$ cat config.mk
export PLATFORM = sky130hd
export DESIGN_NAME = rtcc_cell
export DESIGN_NICKNAME = d
export VERILOG_FILES = /design/src/hw/rtl/rtcc_pkg.sv /design/src/hw/rtl/rtcc_cell.sv
export SDC_FILE = /design/constraint.sdc
export NUM_CORES = 2
export LEC_CHECK = 0
export ABC_AREA = 1
export BUFFER_PORTS_ARGS = -buffer_cell sky130_fd_sc_hd__buf_4
export CORE_MARGIN = 3
export CORE_UTILIZATION = 59
export DETAILED_ROUTE_END_ITERATION = 12
export MAX_ROUTING_LAYER = met4
export PLACE_DENSITY = 0.81
export SLEW_MARGIN = 20
export SYNTH_ARGS = -nofsm -noshare
export SYNTH_HDL_FRONTEND = slang
export SYNTH_SLANG_ARGS = --single-unit
$ cat constraint.sdc
create_clock -name clock -period 10.1 [get_ports clock]
set_input_delay 0.505 -clock clock [delete_from_list [all_inputs] [get_ports clock]]
set_output_delay 0.505 -clock clock [all_outputs]
set_load 0.03 [all_outputs]
$ cat src/hw/rtl/rtcc_pkg.sv
// Shared constants and types for the roots-to-Chebyshev coefficient builder.
`timescale 1ns / 1ps

package rtcc_pkg;

   localparam int MAX_ROOTS = 16;
   localparam int FRAC_BITS = 30;

   localparam int ROOT_W    = 32;
   localparam int ROOT_FRAC = 30;
   localparam int COEF_W    = 64;
   localparam int HALF_W    = COEF_W / 2;
   localparam int PROD_W    = ROOT_W + COEF_W;
   localparam int SUM_W     = COEF_W + 3;

   localparam int NCOEF = MAX_ROOTS + 1;
   localparam int RS_W  = $clog2(MAX_ROOTS + 1);
   localparam int CNT_W = $clog2(NCOEF + 1);

   localparam logic [COEF_W-1:0] COEF_MIN = {1'b1, {(COEF_W-1){1'b0}}};
   localparam logic [COEF_W-1:0] COEF_MAX = {1'b0, {(COEF_W-1){1'b1}}};
   localparam logic [COEF_W-1:0] COEF_ONE = COEF_W'(1) << FRAC_BITS;

   // per-cycle command broadcast along the cell row
   typedef enum logic [2:0] {
      OP_HOLD   = 3'd0,
      OP_LOAD   = 3'd1,
      OP_MUL_LO = 3'd2,
      OP_MUL_HI = 3'd3,
      OP_TERM   = 3'd4,
      OP_SUM    = 3'd5,
      OP_SHIFT  = 3'd6
   } cell_op_type;

   typedef struct packed {
      cell_op_type       op;
      logic [ROOT_W-1:0] rmag;
      logic              rneg;
   } cell_ctrl_type;

   typedef struct packed {
      logic sat;
   } cell_stat_type;

endpackage

$ cat src/hw/rtl/rtcc_cell.sv
// One coefficient cell: holds c[l], forms -2r*c[l] and sums with its neighbors.
`timescale 1ns / 1ps

module rtcc_cell import rtcc_pkg::*; (
   input  logic                     clock,
   input  cell_ctrl_type            ctrl,
   input  logic signed [COEF_W-1:0] left_value,
   input  logic signed [COEF_W-1:0] right_value,
   input  logic signed [COEF_W-1:0] extra_value,
   input  logic signed [COEF_W-1:0] load_value,
   output logic signed [COEF_W-1:0] coef_value,
   output cell_stat_type            stat
);

   logic signed [COEF_W-1:0] coef_ff, coef_in;
   logic [COEF_W-1:0]        prod_lo_ff, prod_lo_in;
   logic [COEF_W-1:0]        prod_hi_ff, prod_hi_in;
   logic [COEF_W-1:0]        term_ff, term_in;
   logic                     term_sat_ff, term_sat_in;

   logic              cneg, tneg, big, q_sat, sum_sat;
   logic [COEF_W-1:0] cmag, q, lim, qs;
   logic [HALF_W-1:0] mul_half;
   logic [COEF_W-1:0] prod;
   logic [PROD_W-1:0] full;
   logic [SUM_W-1:0]  sum;

   assign cneg     = coef_ff[COEF_W-1];
   assign cmag     = cneg ? (COEF_W'(0) - coef_ff) : coef_ff;
   assign mul_half = (ctrl.op == OP_MUL_HI) ? cmag[COEF_W-1:HALF_W] : cmag[HALF_W-1:0];
   // single 32x32 multiplier, used for the low then the high half of |c|
   assign prod     = COEF_W'(ctrl.rmag) * COEF_W'(mul_half);

   // 2r*c rounded to nearest, ties away from zero, on the magnitude
   assign full  = PROD_W'(prod_lo_ff) + {prod_hi_ff, {HALF_W{1'b0}}}
                + (PROD_W'(1) << (ROOT_FRAC - 2));
   assign big   = |full[PROD_W-1:ROOT_FRAC+COEF_W-1];
   assign q     = full[ROOT_FRAC+COEF_W-2:ROOT_FRAC-1];
   assign tneg  = (ctrl.rneg == cneg);
   assign lim   = tneg ? COEF_MIN : COEF_MAX;
   assign q_sat = big || (q > lim);
   assign qs    = q_sat ? lim : q;

   assign sum = {{3{left_value[COEF_W-1]}}, left_value}
              + {{3{right_value[COEF_W-1]}}, right_value}
              + {{3{extra_value[COEF_W-1]}}, extra_value}
              + {{3{term_ff[COEF_W-1]}}, term_ff};
   assign sum_sat = !((sum[SUM_W-1:COEF_W-1] == '0) || (sum[SUM_W-1:COEF_W-1] == '1));

   always_comb begin
      coef_in     = coef_ff;
      prod_lo_in  = prod_lo_ff;
      prod_hi_in  = prod_hi_ff;
      term_in     = term_ff;
      term_sat_in = term_sat_ff;
      case (ctrl.op)
         OP_LOAD:   coef_in = load_value;
         OP_MUL_LO: prod_lo_in = prod;
         OP_MUL_HI: prod_hi_in = prod;
         OP_TERM: begin
            term_in     = tneg ? (COEF_W'(0) - qs) : qs;
            term_sat_in = q_sat;
         end
         OP_SUM: begin
            if (sum_sat) begin
               coef_in = sum[SUM_W-1] ? COEF_MIN : COEF_MAX;
            end else begin
               coef_in = sum[COEF_W-1:0];
            end
         end
         OP_SHIFT:  coef_in = right_value;
         default:   coef_in = coef_ff;
      endcase
   end

   always_ff @(posedge clock) begin
      coef_ff     <= coef_in;
      prod_lo_ff  <= prod_lo_in;
      prod_hi_ff  <= prod_hi_in;
      term_ff     <= term_in;
      term_sat_ff <= term_sat_in;
   end

   assign coef_value = coef_ff;
   assign stat.sat   = (ctrl.op == OP_SUM) && (sum_sat || term_sat_ff);

endmodule

==> metrics.md <==
| Metric | Value |
|---|---|
| Final Max Slew Viols | 0 |
| Cell Rows | around 120 |
| Outcome | completed |
| Post-synth cell types | 53 |
| Max-slew headroom | 0.111 |
| Via density | 6.07 |
| Synth warnings | 0 |
| Initial antenna violation count | 10 |
| Commonest cells after routing, fill and taps aside | inv_1, nand2_1, nor2_1 |
| Vias in the first global route | between 50k and 60k |
| Main flop type after synthesis | edfxtp_1 |
| Fin nets | between 9k and 10k |
| Clock root cell | clkbuf_16 |
| Iteration-0 DRC Markers | around 7.5k |
| Setup crit end kind | flop |
| 1st-pass router iterations | 9 |
| WL/cell | roughly 26 um |
| Share of cells above drive strength 1 | 0.102 |
| Min Tclk post-route | 9.95 ns |
| Worst path slowest cell | fa_1 |
| Die height | roughly 320 um |
| Vias | about 57k |
| #FFs+latches synth | 229 |
| Crit path max fanout | 8 |
| RSZ-0062 raised after global routing | yes |
| Max Clock Freq | around 0.1 GHz |
| Post-DP HPWL | about 200000 um |
| HP Class | in2reg |
| CTS max path bufs | 3 |
| Starting Density | 0.597 |
| Max_cap viols | 0 |
| CP Launch Type | flop |
| Clock H-tree levels | 1 |
| Post-synth EDFFs | between 200 and 250 |
| Die W | roughly 320 um |
| Sequential fraction of the synthesis area | 0.117 |
| Net count after synthesis | 9452 |
| First-pass GRT wire length | 353000 um |
| GRT Residual Overflow | 0 |
| Buffers added on ports | between 300 and 400 |
| Finish-stage setup viols | 0 |
| Hold_buf cts | 0 |
| Final ANT Viol Nets | 0 |
| Post-Syn Area per Cell | 7.65 um2 |
| Worst-path clk slew | 0.07 ns |
| Clk Latency, worst-skew pair | ~0.61 ns |
| Die ar. | between 100000 and 150000 um2 |
| CP required | 10.41 ns |
| Clk sinks | between 200 and 250 |
| Final Util | 0.663 |
| CTS tree | done |
| Area Growth Syn to Fin | 11.0% |
| Most common cell after layout, fill and taps aside | inv_1 |
| Core area | 98700 um2 |
| Cells after Synth | 7706 |
| Mapped Area | just under 60000 um2 |
| Worst Skew | 0.0213 ns |
| Tcrit/Tclk final | 0.986 |
| Critical Path AT | between 10 and 15 ns |
| Final GP Congestion | 1.11 |
| Gr usage total | 0.479 |
| CTS Buf Count | 27 |
| Worst path max stage delay | 0.60 ns |
| WS Path Type | reg2reg |
| Worst Tran Pin Value | roughly 1.3 ns |
| # DRC | 0 |
| Asr flop ratio synth | 0 |
| Drt total wl | between 200000 and 250000 um |
| Critical path's most frequent cell | fa_1 |
| Final hold viol count | 0 |
| Largest net degree at the start of global routing | 71 |
| I/O pin cnt | roughly 360 |
cell type report:
cell class                      instances  area [um2]
Fill cell                            8402       33300
Timing Repair Buffer                  562        4420
Clock buffer                           31         691
Sequential cell                       229        6880
Timing Repair inverter                  1        5.00
Inverter                             1636        6170
Tap cell                             1287        1610
Clock inverter                         19         287
Antenna cell                           10        25.0
Multi-Input combinational cell       5596       45400
critical path: cells and delay by family (launching register included):
kind                     cells  cell delay [ns]
flip-flops                   1             0.40
buffers and inverters       10             1.20
adder cells (fa/ha/maj)      9             4.20
AO/OA/AOI/OAI                8             1.90
AND/OR/NAND/NOR             13             1.72
XOR/XNOR                     1             0.22
per-layer routing:
layer  vias to the layer above  GRT usage  wire, um
li1                      24300          -         -
met1                     27100      0.597     86100
met2                      4340      0.678    102000
met3                      1116      0.138     34100
met4                         0      0.318     20900
met5                         -          -         0
cells by family (layout without fill, tap and decap cells):
family / Yosys count / after routing / share of synthesized area
adder cells (fa/ha/maj): 1453 / 1453 / 0.439
flip-flops: 229 / 229 / 0.117
other: 0 / 10 / 0
AO/OA/AOI/OAI: 758 / 758 / 0.0712
XOR/XNOR: 171 / 171 / 0.0254
multiplexers: 1 / 1 / 0.000191
AND/OR/NAND/NOR: 3211 / 3213 / 0.225
buffers and inverters: 1883 / 2249 / 0.123
cell usage after synthesis (8+ instances only):
| master | instances | area share |
|---|---|---|
| buf_2 | 49 | 0.0042 |
| nand4_1 | 50 | 0.0053 |
| a21oi_1 | 295 | 0.025 |
| inv_1 | 1604 | 0.10 |
| nor2_1 | 1072 | 0.068 |
| a21o_1 | 21 | 0.0027 |
| nand2_2 | 10 | 0.0011 |
| a21boi_0 | 14 | 0.0018 |
| edfxtp_1 | 229 | 0.12 |
| nor2_2 | 32 | 0.0034 |
| xnor2_1 | 82 | 0.012 |
| nand3_2 | 9 | 0.0015 |
| nor4_1 | 22 | 0.0023 |
| fa_1 | 1025 | 0.35 |
| xor2_1 | 89 | 0.013 |
| buf_1 | 8 | 0.00051 |
| o21ai_1 | 15 | 0.0013 |
| nand2_1 | 1459 | 0.093 |
| o211ai_1 | 13 | 0.0017 |
| o21bai_1 | 20 | 0.0025 |
| clkinv_1 | 15 | 0.00096 |
| ha_1 | 428 | 0.091 |
| nand3_1 | 455 | 0.039 |
| or2_2 | 13 | 0.0014 |
| nor3_1 | 51 | 0.0043 |
| nand3b_1 | 22 | 0.0028 |
| a31oi_1 | 69 | 0.0073 |
| o21a_1 | 24 | 0.0031 |
| o21ai_0 | 262 | 0.022 |
| clkbuf_1 | 176 | 0.011 |
| inv_2 | 17 | 0.0011 |
path summary, 6_finish.rpt:
path             startpoint             end  slack (ns)  depth (start not counted)
max           coef_value[0]  prod_lo_ff[58]        0.15                         41
min          load_value[57]  coef_value[57]        0.30                          5
max reg2reg   coef_value[0]  prod_lo_ff[58]        0.15                         41
min reg2reg  prod_lo_ff[29]      term_ff[0]        0.89                          3
flip-flops by register name (all words and copies together), names as in the netlist:
name / cells
prod_lo_ff: 36
prod_hi_ff: 64
term_sat_ff: 1
coef_value: 64
term_ff: 64
metrics by stage:
step	hold WS [ns]	setup TNS [ns]	std cells	cell area, um2	setup slack, ns
2_1_floorplan	0.690	0	7706	58900	0.841
3_3_place_gp	0.853	0	9275	63600	0.0677
3_5_place_dp	0.859	-1.28	9275	63600	-0.165
4_1_cts	0.278	0	9325	64600	0.00854
5_1_grt	0.318	-1.99	9371	65400	-0.119
6_report	0.296	0	9371	65400	0.146
timing repair:
item	4_1_cts	5_1_grt
resized for setup	6	169
gates cloned	0	5
setup buffers	0	32
pin swaps	0	30
endpoints found under the setup margin	16	75
Power is left out: the tool's default activity adds up to more than one toggle a clock period on the data nets, which glitch-free logic cannot reach.
